**config.mk**
```make
export PLATFORM = sky130hd
export DESIGN_NAME = shelf_rect_packer
export DESIGN_NICKNAME = d
export VERILOG_FILES = /design/src/srp_pkg.sv /design/src/shelf_rect_packer.sv /design/src/srp_seq.sv /design/src/srp_dp.sv
export SDC_FILE = /design/constraint.sdc
export NUM_CORES = 1
export LEC_CHECK = 0
export BUFFER_PORTS_ARGS = -buffer_cell sky130_fd_sc_hd__buf_2
export CAP_MARGIN = 25
export CORE_MARGIN = 8
export CORE_UTILIZATION = 45
export CTS_CLUSTER_SIZE = 10
export DETAILED_ROUTE_END_ITERATION = 7
export PLACE_DENSITY = 0.66
export SETUP_SLACK_MARGIN = 0.05
export SYNTH_ARGS = -nofsm -noshare
export SYNTH_HDL_FRONTEND = slang
export SYNTH_SLANG_ARGS = --single-unit
```
**constraint.sdc**
```tcl
create_clock -name clk -period 4.2 [get_ports clk]
set_clock_uncertainty 0.1 [all_clocks]
set_input_delay 0.84 -clock clk [delete_from_list [all_inputs] [get_ports clk]]
set_output_delay 0.84 -clock clk [all_outputs]
set_load 0.03 [all_outputs]
```
**src/srp_pkg.sv**
```systemverilog
`timescale 1ns / 1ps
package srp_pkg;

  // fixed field widths
  localparam int AXIS_W    = 13;
  localparam int RECT_W    = 12;
  localparam int CNT_W     = 9;
  localparam int CFG_IDX_W = 2;

  // largest atlas side, tied to the field widths above
  localparam int MAX_SIDE  = 4096;

  // configuration register indexes
  localparam logic [CFG_IDX_W-1:0] REG_ATLAS_WIDTH  = 2'd0;
  localparam logic [CFG_IDX_W-1:0] REG_ATLAS_HEIGHT = 2'd1;

  // operation codes
  localparam logic OP_PACK  = 1'b0;
  localparam logic OP_QUERY = 1'b1;

  // microcode step counter
  localparam int UPC_W = 3;
  typedef logic [UPC_W-1:0] upc_t;

  // datapath operations, one per control word
  typedef enum logic [2:0] {
    DP_NOP,
    DP_LOAD,
    DP_ADVANCE,
    DP_PLACE,
    DP_EMIT_OK,
    DP_EMIT_FAIL
  } dp_op_t;

  // jump conditions
  typedef enum logic [2:0] {
    JC_ACCEPT,
    JC_QDONE,
    JC_NO_FIT,
    JC_QUERY,
    JC_OUT_FREE
  } jcond_t;

  typedef struct packed {
    dp_op_t op;
    jcond_t cond;
    upc_t   taken;
    upc_t   fall;
  } ucode_t;

  // flags from the datapath that the sequencer branches on
  typedef struct packed {
    logic accept;
    logic qdone;
    logic no_fit;
    logic is_query;
    logic out_free;
  } dp_status_t;

  // step addresses
  localparam upc_t UA_IDLE      = 3'd0;
  localparam upc_t UA_ADVANCE   = 3'd1;
  localparam upc_t UA_FIT       = 3'd2;
  localparam upc_t UA_PLACE     = 3'd3;
  localparam upc_t UA_EMIT_OK   = 3'd4;
  localparam upc_t UA_EMIT_FAIL = 3'd5;

  // control store
  function automatic ucode_t ucode_rom(upc_t addr);
    ucode_t w;
    case (addr)
      UA_IDLE:      w = '{op: DP_LOAD,      cond: JC_ACCEPT,   taken: UA_ADVANCE,
                          fall: UA_IDLE};
      UA_ADVANCE:   w = '{op: DP_ADVANCE,   cond: JC_QDONE,    taken: UA_EMIT_OK,
                          fall: UA_FIT};
      UA_FIT:       w = '{op: DP_NOP,       cond: JC_NO_FIT,   taken: UA_EMIT_FAIL,
                          fall: UA_PLACE};
      UA_PLACE:     w = '{op: DP_PLACE,     cond: JC_QUERY,    taken: UA_ADVANCE,
                          fall: UA_EMIT_OK};
      UA_EMIT_OK:   w = '{op: DP_EMIT_OK,   cond: JC_OUT_FREE, taken: UA_IDLE,
                          fall: UA_EMIT_OK};
      UA_EMIT_FAIL: w = '{op: DP_EMIT_FAIL, cond: JC_OUT_FREE, taken: UA_IDLE,
                          fall: UA_EMIT_FAIL};
      default:      w = '{op: DP_LOAD,      cond: JC_ACCEPT,   taken: UA_ADVANCE,
                          fall: UA_IDLE};
    endcase
    return w;
  endfunction

endpackage

```
**src/shelf_rect_packer.sv**
```systemverilog
`timescale 1ns / 1ps
// pack: the transaction is taken in the load step, then advance, fit, place and emit
// query: advance, fit and place per rectangle, one step of the shared place unit each
// a failing item ends as soon as a rectangle overruns the bottom edge
// a new item is taken only in the load step; an emit step waits out a result stall
// synchronous reset clears cursor, row height and full flag, atlas sizes to 1024
module shelf_rect_packer #(
  parameter int MAX_QUERY_COUNT = 256
) (
  input  logic                          clk,
  input  logic                          rst_n,
  input  logic                          in_valid,
  output logic                          in_stall,
  input  logic                          in_operation,
  input  logic [srp_pkg::RECT_W-1:0]    in_rect_width,
  input  logic [srp_pkg::RECT_W-1:0]    in_rect_height,
  input  logic [srp_pkg::CNT_W-1:0]     in_rect_count,
  output logic                          out_valid,
  input  logic                          out_stall,
  output logic                          out_success,
  output logic [srp_pkg::AXIS_W-1:0]    out_left,
  output logic [srp_pkg::AXIS_W-1:0]    out_top,
  output logic [srp_pkg::AXIS_W-1:0]    out_right,
  output logic [srp_pkg::AXIS_W-1:0]    out_bottom,
  output logic                          out_atlas_full,
  input  logic                          cfg_valid,
  output logic                          cfg_ready,
  input  logic [srp_pkg::CFG_IDX_W-1:0] cfg_index,
  input  logic [srp_pkg::AXIS_W-1:0]    cfg_data
);
  import srp_pkg::*;

  localparam int SIDE_RST = (1024 > MAX_SIDE) ? MAX_SIDE : 1024;

  logic [AXIS_W-1:0] atlas_w_r, atlas_w_nxt;
  logic [AXIS_W-1:0] atlas_h_r, atlas_h_nxt;
  logic [AXIS_W-1:0] cfg_clamped;
  logic              cfg_write;
  dp_op_t            op;
  dp_status_t        status;

  // configuration writes, saturated to the largest side on the way in
  assign cfg_ready   = 1'b1;
  assign cfg_write   = cfg_valid && cfg_ready;
  assign cfg_clamped = (32'(cfg_data) > MAX_SIDE) ? AXIS_W'(MAX_SIDE) : cfg_data;

  always_comb begin
    atlas_w_nxt = atlas_w_r;
    atlas_h_nxt = atlas_h_r;
    if (cfg_write) begin
      case (cfg_index)
        REG_ATLAS_WIDTH:  atlas_w_nxt = cfg_clamped;
        REG_ATLAS_HEIGHT: atlas_h_nxt = cfg_clamped;
        default: begin
        end
      endcase
    end
  end

  always_ff @(posedge clk) begin
    if (!rst_n) begin
      atlas_w_r <= AXIS_W'(SIDE_RST);
      atlas_h_r <= AXIS_W'(SIDE_RST);
    end else begin
      atlas_w_r <= atlas_w_nxt;
      atlas_h_r <= atlas_h_nxt;
    end
  end

  // microcode sequencer
  srp_seq u_seq (
    .clk    (clk),
    .rst_n  (rst_n),
    .status (status),
    .op     (op)
  );

  // placement datapath and result register
  srp_dp #(
    .MAX_QUERY_COUNT (MAX_QUERY_COUNT)
  ) u_dp (
    .clk            (clk),
    .rst_n          (rst_n),
    .op             (op),
    .status         (status),
    .atlas_w        (atlas_w_r),
    .atlas_h        (atlas_h_r),
    .in_valid       (in_valid),
    .in_stall       (in_stall),
    .in_operation   (in_operation),
    .in_rect_width  (in_rect_width),
    .in_rect_height (in_rect_height),
    .in_rect_count  (in_rect_count),
    .out_valid      (out_valid),
    .out_stall      (out_stall),
    .out_success    (out_success),
    .out_left       (out_left),
    .out_top        (out_top),
    .out_right      (out_right),
    .out_bottom     (out_bottom),
    .out_atlas_full (out_atlas_full)
  );

endmodule

```
**src/srp_seq.sv**
```systemverilog
`timescale 1ns / 1ps
module srp_seq (
  input  logic                clk,
  input  logic                rst_n,
  input  srp_pkg::dp_status_t status,
  output srp_pkg::dp_op_t     op
);
  import srp_pkg::*;

  upc_t   upc_r;
  upc_t   upc_nxt;
  ucode_t word;
  logic   cond_true;

  // control word fetch
  assign word = ucode_rom(upc_r);
  assign op   = word.op;

  // jump condition select
  always_comb begin
    case (word.cond)
      JC_ACCEPT:   cond_true = status.accept;
      JC_QDONE:    cond_true = status.qdone;
      JC_NO_FIT:   cond_true = status.no_fit;
      JC_QUERY:    cond_true = status.is_query;
      JC_OUT_FREE: cond_true = status.out_free;
      default:     cond_true = 1'b0;
    endcase
    upc_nxt = cond_true ? word.taken : word.fall;
  end

  // step counter
  always_ff @(posedge clk) begin
    if (!rst_n) begin
      upc_r <= UA_IDLE;
    end else begin
      upc_r <= upc_nxt;
    end
  end

endmodule

```
**src/srp_dp.sv**
```systemverilog
`timescale 1ns / 1ps
module srp_dp #(
  parameter int MAX_QUERY_COUNT = 256
) (
  input  logic                        clk,
  input  logic                        rst_n,
  input  srp_pkg::dp_op_t             op,
  output srp_pkg::dp_status_t         status,
  input  logic [srp_pkg::AXIS_W-1:0]  atlas_w,
  input  logic [srp_pkg::AXIS_W-1:0]  atlas_h,
  input  logic                        in_valid,
  output logic                        in_stall,
  input  logic                        in_operation,
  input  logic [srp_pkg::RECT_W-1:0]  in_rect_width,
  input  logic [srp_pkg::RECT_W-1:0]  in_rect_height,
  input  logic [srp_pkg::CNT_W-1:0]   in_rect_count,
  output logic                        out_valid,
  input  logic                        out_stall,
  output logic                        out_success,
  output logic [srp_pkg::AXIS_W-1:0]  out_left,
  output logic [srp_pkg::AXIS_W-1:0]  out_top,
  output logic [srp_pkg::AXIS_W-1:0]  out_right,
  output logic [srp_pkg::AXIS_W-1:0]  out_bottom,
  output logic                        out_atlas_full
);
  import srp_pkg::*;

  localparam int CURSOR_MAX = 2 * MAX_SIDE - 1;
  localparam int CW = $clog2(2 * MAX_SIDE);
  localparam int DW = ((CW > AXIS_W) ? CW : AXIS_W) + 1;
  localparam int QW = $clog2(MAX_QUERY_COUNT + 1);

  // committed state
  logic [AXIS_W-1:0] cursor_x_r, cursor_x_nxt;
  logic [CW-1:0]     cursor_y_r, cursor_y_nxt;
  logic [RECT_W-1:0] row_h_r, row_h_nxt;
  logic              full_r, full_nxt;

  // working copy for the current transaction
  logic              query_r, query_nxt;
  logic [RECT_W-1:0] w_r, w_nxt;
  logic [RECT_W-1:0] h_r, h_nxt;
  logic [QW-1:0]     cnt_r, cnt_nxt;
  logic [AXIS_W-1:0] x_r, x_nxt;
  logic [CW-1:0]     y_r, y_nxt;
  logic [RECT_W-1:0] s_r, s_nxt;
  logic [AXIS_W-1:0] cl_r, cl_nxt, ct_r, ct_nxt, cr_r, cr_nxt, cb_r, cb_nxt;

  // result register
  logic              out_valid_r, out_valid_nxt;
  logic              out_success_r, out_success_nxt;
  logic [AXIS_W-1:0] out_left_r, out_left_nxt, out_top_r, out_top_nxt;
  logic [AXIS_W-1:0] out_right_r, out_right_nxt, out_bottom_r, out_bottom_nxt;
  logic              out_full_r, out_full_nxt;

  logic          accept;
  logic          out_free;
  logic [DW-1:0] x_sum;
  logic [DW-1:0] y_step_sum;
  logic [DW-1:0] y_h_sum;
  logic [CW-1:0] y_wrapped;
  logic          wrap_need;
  logic          no_fit;
  logic          cnt_sat;
  logic [QW-1:0] cnt_load;

  // handshake
  assign accept   = in_valid && (op == DP_LOAD);
  assign in_stall = (op != DP_LOAD);
  assign out_free = !out_valid_r || !out_stall;

  // arithmetic on the working copy
  assign x_sum      = DW'(x_r) + DW'(w_r);
  assign y_step_sum = DW'(y_r) + DW'(s_r);
  assign y_h_sum    = DW'(y_r) + DW'(h_r);
  assign wrap_need  = x_sum > DW'(atlas_w);
  assign no_fit     = y_h_sum > DW'(atlas_h);
  assign y_wrapped  = (y_step_sum > DW'(CURSOR_MAX)) ? CW'(CURSOR_MAX) : CW'(y_step_sum);

  // query count saturation
  assign cnt_sat  = 32'(in_rect_count) > MAX_QUERY_COUNT;
  assign cnt_load = cnt_sat ? QW'(MAX_QUERY_COUNT) : QW'(in_rect_count);

  assign status = '{accept:   accept,
                    qdone:    query_r && (cnt_r == '0),
                    no_fit:   no_fit,
                    is_query: query_r,
                    out_free: out_free};

  // next values per control word
  always_comb begin
    cursor_x_nxt    = cursor_x_r;
    cursor_y_nxt    = cursor_y_r;
    row_h_nxt       = row_h_r;
    full_nxt        = full_r;
    query_nxt       = query_r;
    w_nxt           = w_r;
    h_nxt           = h_r;
    cnt_nxt         = cnt_r;
    x_nxt           = x_r;
    y_nxt           = y_r;
    s_nxt           = s_r;
    cl_nxt          = cl_r;
    ct_nxt          = ct_r;
    cr_nxt          = cr_r;
    cb_nxt          = cb_r;
    out_valid_nxt   = out_valid_r && out_stall;
    out_success_nxt = out_success_r;
    out_left_nxt    = out_left_r;
    out_top_nxt     = out_top_r;
    out_right_nxt   = out_right_r;
    out_bottom_nxt  = out_bottom_r;
    out_full_nxt    = out_full_r;
    case (op)
      DP_LOAD: begin
        if (accept) begin
          query_nxt = (in_operation == OP_QUERY);
          w_nxt     = in_rect_width;
          h_nxt     = in_rect_height;
          cnt_nxt   = cnt_load;
          x_nxt     = cursor_x_r;
          y_nxt     = cursor_y_r;
          s_nxt     = row_h_r;
        end
      end
      DP_ADVANCE: begin
        // wrap to a new row; a pack restarts the row height
        if (wrap_need) begin
          x_nxt = '0;
          y_nxt = y_wrapped;
          if (!query_r) begin
            s_nxt = '0;
          end
        end
      end
      DP_PLACE: begin
        cl_nxt = x_r;
        ct_nxt = AXIS_W'(y_r);
        cr_nxt = AXIS_W'(x_sum);
        cb_nxt = AXIS_W'(y_h_sum);
        x_nxt  = AXIS_W'(x_sum);
        s_nxt  = (h_r > s_r) ? h_r : s_r;
        if (query_r) begin
          cnt_nxt = cnt_r - QW'(1);
        end
      end
      DP_EMIT_OK: begin
        if (out_free) begin
          out_valid_nxt   = 1'b1;
          out_success_nxt = 1'b1;
          out_full_nxt    = full_r;
          if (query_r) begin
            out_left_nxt   = '0;
            out_top_nxt    = '0;
            out_right_nxt  = '0;
            out_bottom_nxt = '0;
          end else begin
            out_left_nxt   = cl_r;
            out_top_nxt    = ct_r;
            out_right_nxt  = cr_r;
            out_bottom_nxt = cb_r;
            cursor_x_nxt   = x_r;
            cursor_y_nxt   = y_r;
            row_h_nxt      = s_r;
          end
        end
      end
      DP_EMIT_FAIL: begin
        if (out_free) begin
          out_valid_nxt   = 1'b1;
          out_success_nxt = 1'b0;
          out_left_nxt    = '0;
          out_top_nxt     = '0;
          out_right_nxt   = '0;
          out_bottom_nxt  = '0;
          // a failed pack keeps the wrapped cursor and sets the sticky flag
          if (query_r) begin
            out_full_nxt = full_r;
          end else begin
            out_full_nxt = 1'b1;
            full_nxt     = 1'b1;
            cursor_x_nxt = x_r;
            cursor_y_nxt = y_r;
            row_h_nxt    = s_r;
          end
        end
      end
      default: begin
      end
    endcase
  end

  // control state
  always_ff @(posedge clk) begin
    if (!rst_n) begin
      cursor_x_r  <= '0;
      cursor_y_r  <= '0;
      row_h_r     <= '0;
      full_r      <= 1'b0;
      out_valid_r <= 1'b0;
    end else begin
      cursor_x_r  <= cursor_x_nxt;
      cursor_y_r  <= cursor_y_nxt;
      row_h_r     <= row_h_nxt;
      full_r      <= full_nxt;
      out_valid_r <= out_valid_nxt;
    end
  end

  // payload registers
  always_ff @(posedge clk) begin
    query_r       <= query_nxt;
    w_r           <= w_nxt;
    h_r           <= h_nxt;
    cnt_r         <= cnt_nxt;
    x_r           <= x_nxt;
    y_r           <= y_nxt;
    s_r           <= s_nxt;
    cl_r          <= cl_nxt;
    ct_r          <= ct_nxt;
    cr_r          <= cr_nxt;
    cb_r          <= cb_nxt;
    out_success_r <= out_success_nxt;
    out_left_r    <= out_left_nxt;
    out_top_r     <= out_top_nxt;
    out_right_r   <= out_right_nxt;
    out_bottom_r  <= out_bottom_nxt;
    out_full_r    <= out_full_nxt;
  end

  assign out_valid      = out_valid_r;
  assign out_success    = out_success_r;
  assign out_left       = out_left_r;
  assign out_top        = out_top_r;
  assign out_right      = out_right_r;
  assign out_bottom     = out_bottom_r;
  assign out_atlas_full = out_full_r;

endmodule

```
* Yosys cells after proc, flatten, opt, wreduce, memory -nomap -nowiden
Cells that the tools add are included.
Storage, ports and cells: output and inout bits 57, logic and storage cells 125, input bits 54, register bits after elaboration 247
Cells by class: equal/unequal tests 23, multiplexer cells 42, magnitude comparators 6, bitwise gates (word level) 1, $add $sub $neg 4, reductions and logical operators 24
Operators by type and width (number):
- 2-to-1 mux 13 bit | 15
- one-hot mux 13 bit (2 select lines) | 5
- one-hot mux 12 bit (5 select lines) | 1
- 2-to-1 mux 12 bit | 4
- adder 13 x 12 -> 14 bit | 3
- one-hot mux 13 bit (3 select lines) | 1
- one-hot mux 12 bit (3 select lines) | 1
- > comparator 14 x 13 -> 1 bit | 2
- 2-to-1 mux 9 bit | 3
- == test 3 x 2 -> 1 bit (second input constant) | 6
- one-hot mux 9 bit (2 select lines) | 1
- == test 3 bit (second input constant) | 5
- AND reduction 3 bit | 5
- > comparator 14 x 13 -> 1 bit (second input constant) | 1
- > comparator 13 bit (second input constant) | 1
- > comparator 12 bit | 1
- inequality test 2 x 1 -> 1 bit (second input constant) | 6
- == test 3 x 1 -> 1 bit (second input constant) | 3
- > comparator 9 bit (second input constant) | 1
- zero test 9 bit | 1
- subtractor 9 x 1 -> 9 bit (second input constant) | 1
- AND reduction 2 bit | 4
- 2-to-1 mux 1 bit | 7
- nonzero test 2 bit | 3
- other kinds (15) | 19

* Logic depth before layout (Yosys ltp)
depth in word-level cells 6, depth in mapped cells 15, mapped depth without buffers 15

* Cells and area by module
A second synthesis with hierarchy kept.
Unflattened totals: cell total of the unflattened synthesis 1043, area total of the unflattened synthesis 11766.3 um2
Modules (own cells, without submodules):
- srp_dp | cells an instance 902, area an instance 10511.3 um2, sequential area each 6145.9 um2, times used 1
- shelf_rect_packer | cells an instance 105, area an instance 963.4 um2, sequential area each 520.5 um2, times used 1
- srp_seq | cells an instance 36, area an instance 291.5 um2, sequential area each 60.1 um2, times used 1

* Least setup slack after synthesis
Ideal clock, no wire load.
path kind reg-to-reg, start register u_dp.x_r[1], end register u_dp.s_r[0] (enable), required time 3.704 ns, period minus slack after synthesis 4.031 ns, setup time 0.396 ns, path slack 0.169 ns, arrival time 3.535 ns, path buffers 0, cell stages (with the launch flop) 14, path through edfxtp_1 > ha_1 > a211oi_1 > o21ai_0 > nand3_1 > a21oi_1 > or3_1 > and2_1 > ha_1 > nand3_1 > o21a_1 > o31ai_1 > a211oi_1 > nor3_1
Between the ends: cells in the longest elaborated chain, start to end 4
Ends and longest elaborated chain:
- start, declared | line srp_dp.sv:44 | logic [AXIS_W-1:0] x_r, x_nxt;
- start signal, assigned | line srp_dp.sv:216 | x_r <= x_nxt;
- adder 13 x 12 -> 14 bit | line srp_dp.sv:73 | assign x_sum = DW'(x_r) + DW'(w_r);
- via u_dp.x_sum[11] | line srp_dp.sv:58 | logic [DW-1:0] x_sum;
- > comparator 14 x 13 -> 1 bit | line srp_dp.sv:76 | assign wrap_need = x_sum > DW'(atlas_w);
- inequality test 2 x 1 -> 1 bit (no line)
- AND reduction 5 bit (no line)
- end signal, assigned | line srp_dp.sv:218 | s_r <= s_nxt;
- end, declared | line srp_dp.sv:46 | logic [RECT_W-1:0] s_r, s_nxt;
The timed path passes the listed nets, and every way through them passes these cells. A chain may end at the register's enable or synchronous reset.

* Worst setup path after layout
start register u_dp.x_r[1], end register u_dp.s_r[8] (enable)
The elaborated chain is that of the path after synthesis.

==> out/results.txt <==
Status - finished clean
Worst slew pin tran - 853 ps
Worst min path class - reg -> reg
Yosys warning count - 0
Via count - 8,139
Worst-path fanout max - 12
Slew margin rel. - 0.431
Worst setup path class - reg -> reg
I/O Buffers - 109
Unrepaired setup endpoints after global routing - true
Pwr dens - 820 mW/mm^2
Async S/R FF share, synth - 0
WL final - 26,700 um
Setup TNS - 0 ps
Number of global-route vias before repair - 8,203
Register share of total power - 0.364
Hold WS - 363 ps
Final setup violation count - 0
Num CTS Buffers - 29
Largest net degree at the start of global routing - 55
Netlist Area Pre-Place - 0.0119 sq mm
Post-synthesis mux area share - 0.00252
Synth Area in Adders - 0.0869
I/O pin count - 111
Global route overflow - 0
TritonCTS clock tree - yes
Aggregate global-route resource usage - 0.168
ANT cells - 0
Area of the die - 0.0320 sq mm
Chip width - 179 um
Post-synthesis cell type count - 73
Top-area cell type share of the netlist area - 0.448
Wirelength per Cell - 17.3 um
H-tree depth - 1
Starting Density - 0.458
NetSw - 4.29 mW
Maximum clock path buffer count - 3
Syn_area_per_cell - 11.3 sq um
DR iter-0 viols - 445
Mapped Cells - 1,059
Post-synth EDFFs - 178
Layout cells sized above 1 - 0.159
Routed vias/inst - 5.29
Post-synthesis compound-gate area fraction - 0.139
Area Overhead vs Synth - 15.8%
Root buffer cell - clkbuf_16
Placer congestion estimate - 0.855
XOR/XNOR share of the synthesized area - 0.0250
Core Rows - 59
Synth Area in Simple Gates - 0.151
Final Critical Period - 3920 ps
Comb pwr share - 0.432
Clk Latency, worst-skew pair - 540 ps
Flops & latches, synth - 247
Synthesized Nets - 1,194
Crit path required time - 4330 ps
Setup crit end kind - flop
Antenna violations before repair - 0
Sw Share - 0.379
Peak VDD IR - 0.457 mV
Chip height - 179 um
Max cap viols - 0
CP arrival - 4050 ps
Routed Antenna Nets - 0
Most frequent cells in the layout - 180 x nand2_1, 178 x edfxtp_1, 110 x buf_2, 78 x ha_1, 69 x dfxtp_1
Floorplan Core Area - 0.0261 sq mm
Final hold violations - 0
FMAX - 255 MHz
Final period utilization - 0.933
P_int - 7.03 mW
Largest family of logic cells by synthesized area - simple AND/OR/NAND/NOR gates
Drt drc - 0
CP Launch Type - flop
Reg clk slew, reported paths - 60 ps
Lkg Pwr - 5.21 nW
Clk sink count - 247
Main synth FF type - edfxtp_1
DP HPWL - 19,200 um
Top cells by area, synth - edfxtp_1 45%, dfxtp_1 12%, ha_1 8.2%
Fillers - 2,314
Global-route wire length before repair - 42,800 um
Post-synthesis sequential area ratio - 0.564
Final Max Tran Viols - 0
Clock network power share - 0.204
Commonest non-fill, non-tap cell in the layout - nand2_1
Drt pass-1 iters - 5
Area leader, netlist - edfxtp_1
Nets - 1,317
==> stage by stage <==
stage / total power [mW] / util / setup slack (ps) / instances / area (sq um)
after floorplan: 7.60 / - / 169 / 1059 / 11900
after global placement: 8.90 / 0.494 / 235 / 1480 / 12900
after detailed placement: 9.00 / 0.494 / 78.5 / 1481 / 12900
after CTS: 11.4 / 0.528 / 97.1 / 1535 / 13800
after global routing: 12.2 / 0.530 / 40.5 / 1540 / 13800
final: 11.3 / 0.530 / 280 / 1540 / 13800
==> synth_stat cells, types with 2 or more instances <==
cell / count
a2111oi_0: 2
a211oi_1: 9
a21boi_0: 62
a21o_1: 19
a21oi_1: 30
a22o_1: 9
a31oi_1: 7
and2_1: 55
and3_1: 2
and3b_1: 2
buf_2: 3
clkbuf_1: 34
dfxtp_1: 69
edfxtp_1: 178
fa_1: 3
ha_1: 78
inv_1: 56
mux2i_1: 3
nand2_1: 180
nand2b_1: 12
nand3_1: 13
nand3b_1: 11
nand4_1: 12
nor2_1: 22
nor2b_1: 18
nor3_1: 16
nor3b_1: 3
nor4_1: 3
o2111ai_1: 2
o211ai_1: 5
o21a_1: 9
o21ai_0: 40
o21ai_2: 2
o21bai_1: 4
o22a_1: 9
o22a_2: 2
o31ai_1: 5
or2_2: 2
or3_1: 2
xnor2_1: 27
xor2_1: 7
==> final timing paths <==
path / cells after the start / endpoint / startpoint / slack [ps]
max: 14 / u_dp.s_r[8]$_DFFE_PP_ / u_dp.x_r[1]$_DFFE_PP_ / 280
max reg2reg: 14 / u_dp.s_r[8]$_DFFE_PP_ / u_dp.x_r[1]$_DFFE_PP_ / 280
min reg2reg: 2 / u_dp.row_h_r[6]$_SDFFE_PN0P_ / u_dp.row_h_r[6]$_SDFFE_PN0P_ / 360
min: 2 / u_dp.row_h_r[6]$_SDFFE_PN0P_ / u_dp.row_h_r[6]$_SDFFE_PN0P_ / 360
==> flip-flops by register name, indices dropped and copies added, names as in the netlist, 13 cells and up <==
register and count:
atlas_h_r 13, u_dp.cursor_x_r 13, u_dp.cl_r 13, u_dp.cb_r 13, u_dp.out_left 13, u_dp.x_r 13
u_dp.out_right 13, u_dp.out_bottom 13, u_dp.y_r 13, u_dp.cr_r 13, u_dp.cursor_y_r 13, u_dp.ct_r 13
u_dp.out_top 13, atlas_w_r 13
==> metal layers <==
layer	up-vias	track usage	part of all wire
met5	-	0	0
met1	3865	0.207	0.43
li1	4054	-	-
met3	48	0.0282	0.047
met4	0	0.0499	0.027
met2	172	0.296	0.50
==> worst max-delay path, cell delays in order, from the launching register on <==
cell	delay, ps
edfxtp_1	430
ha_1	360
a211oi_2	290
o21ai_0	180
nand3_1	150
a21oi_1	90
or3_1	370
and2_1	190
ha_1	300
nand3_1	130
o31ai_1	320
a211oi_2	110
buf_4	160
nor3_1	180
buf_4	240
==> repair_timing <==
item | 4_1_cts | 5_1_grt
pin swaps | 0 | 3
hold buffers | 0 | 0
endpoints found under the setup margin | 12 | 41
buffers inserted | 0 | 5
resized for setup | 1 | 7
==> kinds of logic after synthesis <==
group,Yosys count
compound gates,232
xor+xnor,34
fa+ha+maj,81
buf+inv,96
flops,247
mux,3
other cells,1
simple gates,365
==> power by group through the flow <==
stage	registers (mW)	logic (mW)	clock network, mW
after global routing	4.20	5.51	2.45
final	4.12	4.89	2.30
after floorplan	4.14	3.46	0
after global placement	4.17	4.73	0
after CTS	4.14	4.85	2.37
after detailed placement	4.18	4.82	0
==> final cells by class <==
cell class | count | area, sq um | area share
Multi-Input combinational cell | 716 | 4860 | 0.352
Clock inverter | 2 | 38.8 | 0.00281
Clock buffer | 52 | 832 | 0.0602
Tap cell | 335 | 419 | 0.0303
Timing Repair Buffer | 132 | 728 | 0.0527
Inverter | 56 | 210 | 0.0152
Sequential cell | 247 | 6730 | 0.487
(Power assumes the default switching activity.)
